==> config.mk <==
export PLATFORM = sky130hd
export DESIGN_NAME = rational_arithmetic_unit
export DESIGN_NICKNAME = d
export VERILOG_FILES = /design/src/rau_pkg.sv /design/src/rau_div.sv /design/src/rational_arithmetic_unit.sv
export SDC_FILE = /design/constraint.sdc
export NUM_CORES = 2
export LEC_CHECK = 0
export BUFFER_PORTS_ARGS = -buffer_cell sky130_fd_sc_hd__buf_2
export CORE_MARGIN = 1
export CORE_UTILIZATION = 60
export CTS_CLUSTER_DIAMETER = 100
export CTS_CLUSTER_SIZE = 25
export DETAILED_ROUTE_END_ITERATION = 10
export PLACE_DENSITY = 0.74
export SLEW_MARGIN = 10
export SYNTH_ARGS = -nofsm -noshare
export SYNTH_HDL_FRONTEND = slang
export SYNTH_HIERARCHICAL = 1
export SYNTH_SLANG_ARGS = --single-unit
==> constraint.sdc <==
create_clock -name aclk -period 13.2 [get_ports aclk]
set_clock_uncertainty 0.1 [all_clocks]
set_input_delay 0.66 -clock aclk [delete_from_list [all_inputs] [get_ports aclk]]
set_output_delay 0.66 -clock aclk [all_outputs]
set_load 0.02 [all_outputs]
==> src/rau_pkg.sv <==
// shared types and constants of the rational arithmetic unit
`default_nettype none
package rau_pkg;

    localparam int OPERAND_WIDTH = 32;
    localparam int OPW = OPERAND_WIDTH;
    localparam int FIELD_W = 32;
    localparam int RES_W = 64;
    localparam int KIND_W = 3;
    localparam int STATUS_W = 3;
    localparam int IN_DATA_W = 4 * FIELD_W;
    localparam int OUT_DATA_W = 2 * RES_W;
    localparam int QW = OPW + 1;
    localparam int MW = OPW + 1;
    localparam int PW = 2 * MW;
    localparam int CNT_W = $clog2(OPW);

    localparam logic [KIND_W-1:0] KIND_ADD = 3'd0;
    localparam logic [KIND_W-1:0] KIND_SUB = 3'd1;
    localparam logic [KIND_W-1:0] KIND_MUL = 3'd2;
    localparam logic [KIND_W-1:0] KIND_DIV = 3'd3;
    localparam logic [KIND_W-1:0] KIND_CMP = 3'd4;
    localparam logic [KIND_W-1:0] KIND_SIMP = 3'd5;

    typedef enum logic [STATUS_W-1:0] {
        RS_VALID       = 3'd0,
        RS_ZERO        = 3'd1,
        RS_LESS        = 3'd2,
        RS_EQUAL       = 3'd3,
        RS_GREATER     = 3'd4,
        RS_CMP_INVALID = 3'd5,
        RS_SIMPLIFIED  = 3'd6,
        RS_INVALID     = 3'd7
    } status_t;

    typedef enum logic [2:0] {
        S_IDLE,
        S_LOAD,
        S_DIV_START,
        S_DIV_WAIT,
        S_MUL,
        S_DONE
    } state_t;

    typedef enum logic [2:0] {
        DIV_GCD,
        DIV_Q1,
        DIV_Q2,
        DIV_SA,
        DIV_SB
    } div_op_t;

    typedef struct packed {
        logic                  start;
        logic signed [OPW-1:0] dividend;
        logic signed [OPW-1:0] divisor;
    } div_req_t;

    typedef struct packed {
        logic                  done;
        logic signed [QW-1:0]  quot;
        logic signed [OPW-1:0] rem;
    } div_rsp_t;

endpackage
`default_nettype wire

==> src/rau_div.sv <==
// iterative signed divider, one quotient bit a cycle, truncating remainder
`default_nettype none
module rau_div (
    input  wire logic              aclk,
    input  wire logic              aresetn,
    input  wire rau_pkg::div_req_t req,
    output rau_pkg::div_rsp_t      rsp
);
    import rau_pkg::*;

    logic             busy_reg;
    logic             done_reg;
    logic [CNT_W-1:0] cnt_reg;
    logic [OPW-1:0]   rem_reg;
    logic [OPW-1:0]   qd_reg;
    logic [OPW-1:0]   dmag_reg;
    logic             neg_q_reg;
    logic             neg_r_reg;

    logic [OPW:0]     trial;
    logic [OPW:0]     diff;
    logic             ge;
    logic [OPW-1:0]   rem_next;
    logic [QW-1:0]    qext;
    logic [OPW-1:0]   rem_mag;

    function automatic logic [OPW-1:0] mag(input logic signed [OPW-1:0] v);
        logic [OPW-1:0] r;
        r = v;
        if (v[OPW-1]) begin
            r = ~r + OPW'(1);
        end
        return r;
    endfunction

    always_comb begin
        trial    = {rem_reg, qd_reg[OPW-1]};
        diff     = trial - {1'b0, dmag_reg};
        ge       = (trial >= {1'b0, dmag_reg});
        rem_next = ge ? diff[OPW-1:0] : trial[OPW-1:0];
    end

    always_ff @(posedge aclk) begin
        if (!aresetn) begin
            busy_reg <= 1'b0;
            done_reg <= 1'b0;
            cnt_reg  <= '0;
        end else begin
            done_reg <= 1'b0;
            if (req.start) begin
                busy_reg <= 1'b1;
                cnt_reg  <= '0;
            end else if (busy_reg) begin
                cnt_reg <= cnt_reg + CNT_W'(1);
                if (cnt_reg == CNT_W'(OPW - 1)) begin
                    busy_reg <= 1'b0;
                    done_reg <= 1'b1;
                end
            end
        end
    end

    always_ff @(posedge aclk) begin
        if (req.start) begin
            rem_reg   <= '0;
            qd_reg    <= mag(req.dividend);
            dmag_reg  <= mag(req.divisor);
            neg_q_reg <= req.dividend[OPW-1] ^ req.divisor[OPW-1];
            neg_r_reg <= req.dividend[OPW-1];
        end else if (busy_reg) begin
            rem_reg <= rem_next;
            qd_reg  <= {qd_reg[OPW-2:0], ge};
        end
    end

    always_comb begin
        qext    = {1'b0, qd_reg};
        rem_mag = rem_reg;
        rsp.done = done_reg;
        rsp.quot = neg_q_reg ? (~qext + QW'(1)) : qext;
        rsp.rem  = neg_r_reg ? (~rem_mag + OPW'(1)) : rem_mag;
    end

endmodule
`default_nettype wire

==> src/rational_arithmetic_unit.sv <==
// top level of the rational arithmetic unit
//
// one request on the s_ channel carries an operation code in s_tuser and two
// fractions in s_tdata; one result leaves on the m_ channel with the status
// code in m_tuser and the result fraction in m_tdata
// add, subtract and simplify run Euclid's algorithm on the shared divider;
// the number of remainder steps is at most about 46 for 32-bit operands
// multiply, divide and compare use the single multiplier twice; an unknown
// code, or a zero denominator in add, subtract, compare or simplify, goes
// straight to the result
// the next request can be taken from the cycle in which m_tvalid rises
// s_tready is high only while no request is being worked on
// the result sits in an output register; a new request is taken while it
// waits, and a finished result waits in its last state until m_tready frees
// the register
// reset clears the sequencer and the output valid, and the block is ready
// in the first cycle after reset
`default_nettype none
module rational_arithmetic_unit (
    input  wire logic                           aclk,
    input  wire logic                           aresetn,
    input  wire logic                           s_tvalid,
    output logic                                s_tready,
    // a_num, a_den, b_num, b_den
    input  wire logic [rau_pkg::IN_DATA_W-1:0]  s_tdata,
    // kind
    input  wire logic [rau_pkg::KIND_W-1:0]     s_tuser,
    output logic                                m_tvalid,
    input  wire logic                           m_tready,
    // result_num, result_den
    output logic [rau_pkg::OUT_DATA_W-1:0]      m_tdata,
    // status
    output logic [rau_pkg::STATUS_W-1:0]        m_tuser
);
    import rau_pkg::*;

    state_t  state_reg, state_next;
    div_op_t div_op_reg;

    logic [KIND_W-1:0]       kind_reg;
    logic signed [OPW-1:0]   an_reg, ad_reg, bn_reg, bd_reg;
    logic signed [OPW-1:0]   x_reg, y_reg;
    logic signed [QW-1:0]    q1_reg, q2_reg;
    logic signed [RES_W-1:0] p0_reg, p1_reg, p2_reg;
    logic [1:0]              mul_step_reg;

    logic                    m_tvalid_reg;
    logic [OUT_DATA_W-1:0]   m_tdata_reg;
    logic [STATUS_W-1:0]     m_tuser_reg;

    div_req_t div_req;
    div_rsp_t div_rsp;

    logic signed [MW-1:0]    mul_a, mul_b;
    logic signed [PW-1:0]    prod;
    logic signed [RES_W-1:0] prod_res;
    logic [1:0]              mul_last;
    logic                    is_addsub;
    logic                    is_simp;
    logic                    den_zero;
    logic                    a_den_zero;
    logic                    load_out;

    logic signed [RES_W-1:0] res_num, res_den, sum, sq_num, sq_den;
    status_t                 res_st;

    rau_div u_div (
        .aclk    (aclk),
        .aresetn (aresetn),
        .req     (div_req),
        .rsp     (div_rsp)
    );

    always_comb begin
        is_addsub  = (kind_reg == KIND_ADD) || (kind_reg == KIND_SUB);
        is_simp    = (kind_reg == KIND_SIMP);
        a_den_zero = (ad_reg == '0);
        den_zero   = a_den_zero || (bd_reg == '0);
        mul_last   = is_addsub ? 2'd2 : 2'd1;
    end

    // next state
    always_comb begin
        state_next = state_reg;
        unique case (state_reg)
            S_IDLE: begin
                if (s_tvalid) begin
                    state_next = S_LOAD;
                end
            end
            S_LOAD: begin
                case (kind_reg) inside
                    KIND_ADD, KIND_SUB: state_next = den_zero ? S_DONE : S_DIV_START;
                    KIND_SIMP:          state_next = a_den_zero ? S_DONE : S_DIV_START;
                    KIND_MUL, KIND_DIV: state_next = S_MUL;
                    KIND_CMP:           state_next = den_zero ? S_DONE : S_MUL;
                    default:            state_next = S_DONE;
                endcase
            end
            S_DIV_START: begin
                state_next = S_DIV_WAIT;
            end
            S_DIV_WAIT: begin
                if (div_rsp.done) begin
                    unique case (div_op_reg)
                        DIV_Q2:  state_next = S_MUL;
                        DIV_SB:  state_next = S_DONE;
                        default: state_next = S_DIV_START;
                    endcase
                end
            end
            S_MUL: begin
                if (mul_step_reg == mul_last) begin
                    state_next = S_DONE;
                end
            end
            S_DONE: begin
                if (!m_tvalid_reg || m_tready) begin
                    state_next = S_IDLE;
                end
            end
            default: state_next = S_IDLE;
        endcase
    end

    // outputs of the sequencer
    always_comb begin
        s_tready         = (state_reg == S_IDLE);
        load_out         = (state_reg == S_DONE) && (!m_tvalid_reg || m_tready);
        div_req.start    = (state_reg == S_DIV_START);
        div_req.divisor  = y_reg;
        unique case (div_op_reg)
            DIV_GCD: div_req.dividend = x_reg;
            DIV_Q1:  div_req.dividend = bd_reg;
            DIV_Q2:  div_req.dividend = ad_reg;
            DIV_SA:  div_req.dividend = an_reg;
            DIV_SB:  div_req.dividend = ad_reg;
            default: div_req.dividend = x_reg;
        endcase
    end

    // shared multiplier operand selection
    always_comb begin
        mul_a = MW'(an_reg);
        mul_b = MW'(bn_reg);
        case (kind_reg) inside
            KIND_ADD, KIND_SUB: begin
                case (mul_step_reg)
                    2'd0: begin
                        mul_a = MW'(ad_reg);
                        mul_b = q1_reg;
                    end
                    2'd1: begin
                        mul_a = q1_reg;
                        mul_b = MW'(an_reg);
                    end
                    default: begin
                        mul_a = q2_reg;
                        mul_b = MW'(bn_reg);
                    end
                endcase
            end
            KIND_MUL: begin
                mul_a = (mul_step_reg == 2'd0) ? MW'(an_reg) : MW'(ad_reg);
                mul_b = (mul_step_reg == 2'd0) ? MW'(bn_reg) : MW'(bd_reg);
            end
            KIND_DIV: begin
                mul_a = (mul_step_reg == 2'd0) ? MW'(an_reg) : MW'(ad_reg);
                mul_b = (mul_step_reg == 2'd0) ? MW'(bd_reg) : MW'(bn_reg);
            end
            KIND_CMP: begin
                mul_a = (mul_step_reg == 2'd0) ? MW'(an_reg) : MW'(bn_reg);
                mul_b = (mul_step_reg == 2'd0) ? MW'(bd_reg) : MW'(ad_reg);
            end
            default: begin
                mul_a = MW'(an_reg);
                mul_b = MW'(bn_reg);
            end
        endcase
        prod     = mul_a * mul_b;
        prod_res = RES_W'(prod);
    end

    // final result
    always_comb begin
        res_num = '0;
        res_den = '0;
        res_st  = RS_ZERO;
        sum     = (kind_reg == KIND_ADD) ? (p1_reg + p2_reg) : (p1_reg - p2_reg);
        sq_num  = RES_W'(q1_reg);
        sq_den  = RES_W'(q2_reg);
        case (kind_reg) inside
            KIND_ADD, KIND_SUB: begin
                if (!den_zero) begin
                    res_num = sum;
                    res_den = p0_reg;
                    res_st  = ((sum == '0) || (p0_reg == '0)) ? RS_ZERO : RS_VALID;
                end
            end
            KIND_MUL, KIND_DIV: begin
                res_num = p0_reg;
                res_den = p1_reg;
                res_st  = ((p0_reg == '0) || (p1_reg == '0)) ? RS_ZERO : RS_VALID;
            end
            KIND_CMP: begin
                if (den_zero) begin
                    res_st = RS_CMP_INVALID;
                end else if (p0_reg < p1_reg) begin
                    res_st = RS_LESS;
                end else if (p0_reg > p1_reg) begin
                    res_st = RS_GREATER;
                end else begin
                    res_st = RS_EQUAL;
                end
            end
            KIND_SIMP: begin
                if (a_den_zero) begin
                    res_num = RES_W'(an_reg);
                    res_den = RES_W'(ad_reg);
                    res_st  = RS_INVALID;
                end else begin
                    res_num = sq_den[RES_W-1] ? -sq_num : sq_num;
                    res_den = sq_den[RES_W-1] ? -sq_den : sq_den;
                    res_st  = RS_SIMPLIFIED;
                end
            end
            default: begin
                res_st = RS_ZERO;
            end
        endcase
    end

    always_ff @(posedge aclk) begin
        if (!aresetn) begin
            state_reg <= S_IDLE;
        end else begin
            state_reg <= state_next;
        end
    end

    always_ff @(posedge aclk) begin
        if (!aresetn) begin
            m_tvalid_reg <= 1'b0;
        end else if (load_out) begin
            m_tvalid_reg <= 1'b1;
        end else if (m_tready) begin
            m_tvalid_reg <= 1'b0;
        end
    end

    always_ff @(posedge aclk) begin
        if (load_out) begin
            m_tdata_reg <= {res_den, res_num};
            m_tuser_reg <= res_st;
        end
    end

    always_ff @(posedge aclk) begin
        case (state_reg)
            S_IDLE: begin
                if (s_tvalid) begin
                    kind_reg <= s_tuser;
                    an_reg   <= s_tdata[0*FIELD_W +: OPW];
                    ad_reg   <= s_tdata[1*FIELD_W +: OPW];
                    bn_reg   <= s_tdata[2*FIELD_W +: OPW];
                    bd_reg   <= s_tdata[3*FIELD_W +: OPW];
                end
            end
            S_LOAD: begin
                div_op_reg   <= DIV_GCD;
                mul_step_reg <= 2'd0;
                x_reg        <= is_simp ? an_reg : ad_reg;
                y_reg        <= is_simp ? ad_reg : bd_reg;
            end
            S_DIV_WAIT: begin
                if (div_rsp.done) begin
                    unique case (div_op_reg)
                        DIV_GCD: begin
                            if (div_rsp.rem == '0) begin
                                div_op_reg <= is_simp ? DIV_SA : DIV_Q1;
                            end else begin
                                x_reg <= y_reg;
                                y_reg <= div_rsp.rem;
                            end
                        end
                        DIV_Q1: begin
                            q1_reg     <= div_rsp.quot;
                            div_op_reg <= DIV_Q2;
                        end
                        DIV_Q2: begin
                            q2_reg <= div_rsp.quot;
                        end
                        DIV_SA: begin
                            q1_reg     <= div_rsp.quot;
                            div_op_reg <= DIV_SB;
                        end
                        DIV_SB: begin
                            q2_reg <= div_rsp.quot;
                        end
                        default: begin
                            div_op_reg <= DIV_GCD;
                        end
                    endcase
                end
            end
            S_MUL: begin
                mul_step_reg <= mul_step_reg + 2'd1;
                case (mul_step_reg)
                    2'd0:    p0_reg <= prod_res;
                    2'd1:    p1_reg <= prod_res;
                    default: p2_reg <= prod_res;
                endcase
            end
            default: begin
            end
        endcase
    end

    assign m_tvalid = m_tvalid_reg;
    assign m_tdata  = m_tdata_reg;
    assign m_tuser  = m_tuser_reg;

endmodule
`default_nettype wire

## Word-level counts from Yosys, hierarchy flattened

Cells that the tools add are included.
Widths: inputs -> output; s select.

- Output and inout bits: 133
- Bits in latches: 0
- Word-level logic and storage cells: 197
- Bits in read-only memories: 0
- Flip-flop bits (word level): 698
- Memories: 0
- Memory bits (writable): 0

- Reduce and logical (&&, ||, !) cells: 37
- Add/sub/neg operators: 11
- Mux-type cells: 85
- Bitwise gates (word level): 8
- Divide/modulo/power cells: 0
- $lt $le $gt $ge: 3
- $mul: 1
- Shift operators: 0
- Equality and inequality tests: 25

Operator list:

| operator | count |
|---|---|
| $mux 64 | 15 |
| $mux 33 | 14 |
| $mux 32 | 13 |
| $logic_not 64->1 | 3 |
| $pmux 33 s2 | 2 |
| $neg 33->64 | 2 |
| $pmux 32 s2 | 2 |
| $add 32x1->32 const B | 3 |
| $logic_not 32->1 | 3 |
| $not 32->32 | 3 |
| $pmux 32 s3 | 1 |
| $add 64x64->64 | 1 |
| $gt 64x64->1 | 1 |
| $lt 64x64->1 | 1 |
| $mul 33x33->64 | 1 |
| $sub 64x64->64 | 1 |
| $mux 3 | 17 |
| $add 33x1->33 const B | 1 |
| $ge 33x32->1 | 1 |
| $not 32->33 | 1 |
| $sub 32x32->32 | 1 |
| $mux 31 | 1 |
| $eq 3x2->1 const B | 6 |
| $pmux 3 s6 | 1 |
| other kinds (28) | 75 |

## Depth between registers and ports, before layout

- Word-level depth: 8
- Mapped depth: 44
- Mapped depth without buffers: 40

## Modules after synthesis

Netlist, hierarchy kept.

By module, submodules not included:

| module | times used | area each (µm²) | seq. area each (µm²) | cells each |
|---|---|---|---|---|
| rational_arithmetic_unit | 1 | 72001.6 | 17767.0 | 7595 |
| rau_div | 1 | 8559.5 | 2762.6 | 1023 |

## Least setup slack after synthesis

No wires, ideal clock.

- Kind: reg-to-reg
- From: register mul_step_reg[0]
- To: register p0_reg[61], data pin
- Setup slack: 3.015 ns
- Path buffers: 6
- Arrival: 9.801 ns
- Clock period less this slack: 10.185 ns
- Required time: 12.817 ns
- Cell stages (with the launch flop): 37
- Cells stage by stage: edfxtp_1 -> inv_1 -> ha_1 -> clkbuf_1 -> clkbuf_1 -> buf_1 -> clkbuf_1 -> mux2i_1 -> a221oi_1 -> clkbuf_1 -> nand2_1 -> fa_1 -> inv_1 -> fa_1 -> inv_1 -> fa_1 -> inv_1 -> fa_1 -> fa_1 -> fa_1 -> fa_1 -> inv_1 -> fa_1 -> inv_1 -> ha_1 -> clkbuf_1 -> a21oi_1 -> o221ai_1 -> a21oi_1 -> o21ai_0 -> a31oi_1 -> o2111ai_1 -> o21ba_2 -> o31ai_1 -> o21ai_0 -> o41ai_1 -> xor2_1

- Cells in the longest elaborated chain, start to end: 7
- Elaborated cells on any way between the ends: 18
- Those cells by class: 1 x mul; 1 x eq/ne; 15 x mux; 1 x reduce/logical

Ends and longest elaborated chain:

| what | RTL line | source |
|---|---|---|
| from (decl) | rational_arithmetic_unit.sv:45 | `logic [1:0] mul_step_reg;` |
| from (signal assigned) | rational_arithmetic_unit.sv:307 | `mul_step_reg <= mul_step_reg + 2'd1;` |
| $logic_not 2->1 | n/a |  |
| $mux 33, on equally long branches | rational_arithmetic_unit.sv:172, rational_arithmetic_unit.sv:173 |  |
| $mux 33 (4 in series) | rational_arithmetic_unit.sv:146 | `case (kind_reg) inside` |
| $mul 33x33->64 * | rational_arithmetic_unit.sv:180 | `prod = mul_a * mul_b;` |
| via prod[61] | rational_arithmetic_unit.sv:55 | `logic signed [PW-1:0] prod;` |
| to (signal assigned) | rational_arithmetic_unit.sv:309 | `2'd0: p0_reg <= prod_res;` |
| to (decl) | rational_arithmetic_unit.sv:44 | `logic signed [RES_W-1:0] p0_reg, p1_reg, p2_reg;` |

Mark *: on every way through the listed nets, which the timed path passes. The rest lies on a longest branch.
A chain may end at the register's enable or synchronous reset.

## Worst setup path in the final report

- From: register kind_reg[0]
- To: register p2_reg[62], data pin

- Cells in the longest elaborated chain, start to end: 6
- Elaborated cells on any way between the ends: 15
- Those cells by class: 1 x mul; 4 x eq/ne; 8 x mux; 2 x reduce/logical

Ends and longest elaborated chain:

| what | RTL line | source |
|---|---|---|
| from (decl) | rational_arithmetic_unit.sv:40 | `logic [KIND_W-1:0] kind_reg;` |
| from (signal assigned) | rational_arithmetic_unit.sv:262 | `kind_reg <= s_tuser;` |
| $eq 3x3->1 (no line) | n/a |  |
| $mux 33 (4 in series) | rational_arithmetic_unit.sv:146 |  |
| $mul 33x33->64 * | rational_arithmetic_unit.sv:180 |  |
| via prod[62] | rational_arithmetic_unit.sv:55 |  |
| to (signal assigned) | rational_arithmetic_unit.sv:311 | `default: p2_reg <= prod_res;` |
| to (decl) | rational_arithmetic_unit.sv:44 |  |

Marks and branches as above.

==> flow_metrics.py <==
metrics = {
    "status": {
        "status": "complete, but fails checks",
        "violations": "DRC",
    },
    "yosys": {
        "syn-cell-area_sq_mm": 0.0806,
        "yosys-top-cells-count": "inv_1 (1319), fa_1 (1127), nor2_1 (1018)",
        "yosysWarnings": 6,
        "synth_area_leader_cell": "fa_1",
        "synth_ff_type": "edfxtp_1",
        "synth.area.top_cells": "fa_1 (28%), edfxtp_1 (24%), inv_1 (6.1%)",
        "yosysSeqAreaShare": 0.255,
        "ys_ff_latch": 698,
        "synthCells": 8618,
        "synth_edf_count": 655,
        "synthDistinctLibCells": 97,
        "async_flop_share": 0,
        "synth_nets": 10300,
        "avgSynthCellArea_sq_um": 9.35,
        "yosysMostFrequentCell": "inv_1",
        "synth_top_area_share": 0.280,
    },
    "layout": {
        "synthToLayoutAreaGrowth_pct": 6.06,
        "largest_reg_flops": 128,
        "fill_cells": 11100,
        "post-route-util": 0.641,
        "final_nets": 10300,
        "drive_gt1_frac": 0.0736,
    },
    "worst_setup_path": {
        "cp-end-kind": "register",
        "timing.rr.start": "kind_reg[0]",
        "cpPeakStageDelay_ns": 1.14,
        "critPathKind": "reg2reg",
        "critPathMaxFanout": 16,
        "cp_slowest_cell": "o41ai_1",
        "reg2regPathDepth": 36,
        "start_kind": "register",
        "worstPathRequired_ns": 13.49,
        "cp_top_family": "compound AO/OA/AOI/OAI gates",
        "cp.buffers_inverters": 10,
        "regToRegSetupSlack_ns": 0.62,
        "cp.arrival_ns": 12.87,
        "reg2reg_to": "p2_reg[62]",
    },
    "detailed_routing": {
        "via_per_inst": 6.66,
        "firstDrtPassIters": 11,
        "routedWlPerCell_um": 30.9,
        "via_count": 69700,
        "routed_wl_um": 323000,
        "first_iter_violations": 10200,
        "antenna_left": 0,
        "route.detailed.drc": 2,
    },
    "grt": {
        "grt_usage": 0.476,
        "grt_pass1_wl_um": 465000,
        "grt_max_degree": 90,
        "overflow": 0,
        "antenna_found_initial": 12,
        "first_global_vias": 68800,
    },
    "clock_tree": {
        "ctsHoldBuffers": 0,
        "worstSkewPairLatency_ns": 0.68,
        "clock_sinks": 698,
        "cts-buffers-inserted": 37,
        "cts_root_buf": "clkbuf_16",
        "clk_pin_slew_ns": 0.11,
        "cts_tree": "built",
        "cts_resized": 0,
        "htree_levels": 2,
        "cts.path.max_buffers": 3,
        "cts_setup_buffers": 0,
    },
    "hold_path": {
        "whs_path_depth": 1,
        "min_to": "an_reg[31]",
        "worstHoldStart": "s_tdata[31]",
        "hold_class": "in2reg",
    },
    "floorplanning": {
        "start_util": 0.604,
        "dieArea_sq_mm": 0.136,
        "fp.coreArea_sq_mm": 0.133,
        "ios": 268,
        "die_width_um": 368,
        "die-height_um": 368,
        "core.rowCount": 134,
    },
    "sta": {
        "max_slew.worst_pin.slew_ns": 1.40,
        "setup_viol": 0,
        "max-slew-margin-rel": 0.0523,
        "fin_setup_tns_ns": 0,
        "rsz0062_at_grt": "no",
        "whs_ns": 0.0624,
        "fmax_mhz": 79.5,
        "final.period_utilization": 0.953,
        "drv_slew": 0,
        "hold_viol_final": 0,
        "period_needed_ns": 12.58,
    },
    "placed_design": {
        "portBuffers": 267,
        "gp_congestion": 1.11,
        "dp_hpwl_um": 253000,
    },
    "run": {
        "max_cap_violations": 0,
    },
}
cells by family after synthesis:
family / after synthesis / synth area share
muxes: 111 / 0.0140
buffers and inverters: 1757 / 0.0820
adders and majority gates: 1510 / 0.340
AOI/OAI and AO/OA: 1596 / 0.129
DFF: 698 / 0.255
xor gates and xnor gates: 384 / 0.0417
and+or+nand+nor: 2562 / 0.139
layout by cell type (no fill, tap or decap), drive strengths merged, types with 21 or more instances in the layout:
cell type  instances
a221oi            37
clkbuf            49
or3               40
nand2            947
ha               383
nand4             56
a21oi            553
mux2i            107
nand2b            65
a31oi             93
xnor2            248
a22o              33
or4               47
nor2b             30
nor4              87
and3              28
o21ai            252
o41ai             31
a211oi            29
a221o             94
nand3             69
o31ai             69
buf              441
o21bai            28
fa              1127
o21a              32
or2               21
nor2            1018
dfxtp             43
and2              34
o22ai             80
edfxtp           655
xor2             136
nor3              76
a311oi            21
o211ai            31
inv             1324
a21o              98
worst max-delay path by stage:
stage	from	slack, ns	cells past startpoint	endpoint
2_1_floorplan	mul_step_reg[0]	3.02	36	p0_reg[61]
3_3_place_gp	mul_step_reg[0]	1.10	35	p0_reg[62]
3_5_place_dp	mul_step_reg[0]	1.17	39	p2_reg[62]
4_1_cts	kind_reg[0]	1.14	36	p2_reg[62]
5_1_grt	kind_reg[0]	0.55	36	p2_reg[62]
6_report	kind_reg[0]	0.62	36	p2_reg[62]
metrics by stage:
step	setup WS [ns]	std cells	cell area, sq um
5_1_grt	0.547	10500	85400
6_report	0.617	10500	85400
4_1_cts	1.14	10500	85400
2_1_floorplan	3.02	8618	80600
3_5_place_dp	1.17	10400	84200
3_3_place_gp	1.10	10400	84200
layer usage:
metal / wire, um / vias to the layer above / global-route usage
met5: 137 / - / 0
met4: 27500 / 16 / 0.314
met3: 50500 / 1309 / 0.181
met2: 130000 / 5563 / 0.665
met1: 115000 / 34200 / 0.616
li1: - / 28600 / -
final cells by class:
class / count / area, sq um / area share
tap: 1768 / 2210 / 0.0259
timing repair buffer: 441 / 2660 / 0.0311
sequential: 698 / 20500 / 0.240
multi-input combinational: 6163 / 53900 / 0.631
inverter: 1320 / 4950 / 0.0580
clock buffer: 49 / 1000 / 0.0118
clock inverter: 11 / 179 / 0.00209
antenna: 11 / 27.5 / 0.000322
Power is left out: the tool's default activity adds up to more than one toggle a clock period on the data nets, which glitch-free logic cannot reach.
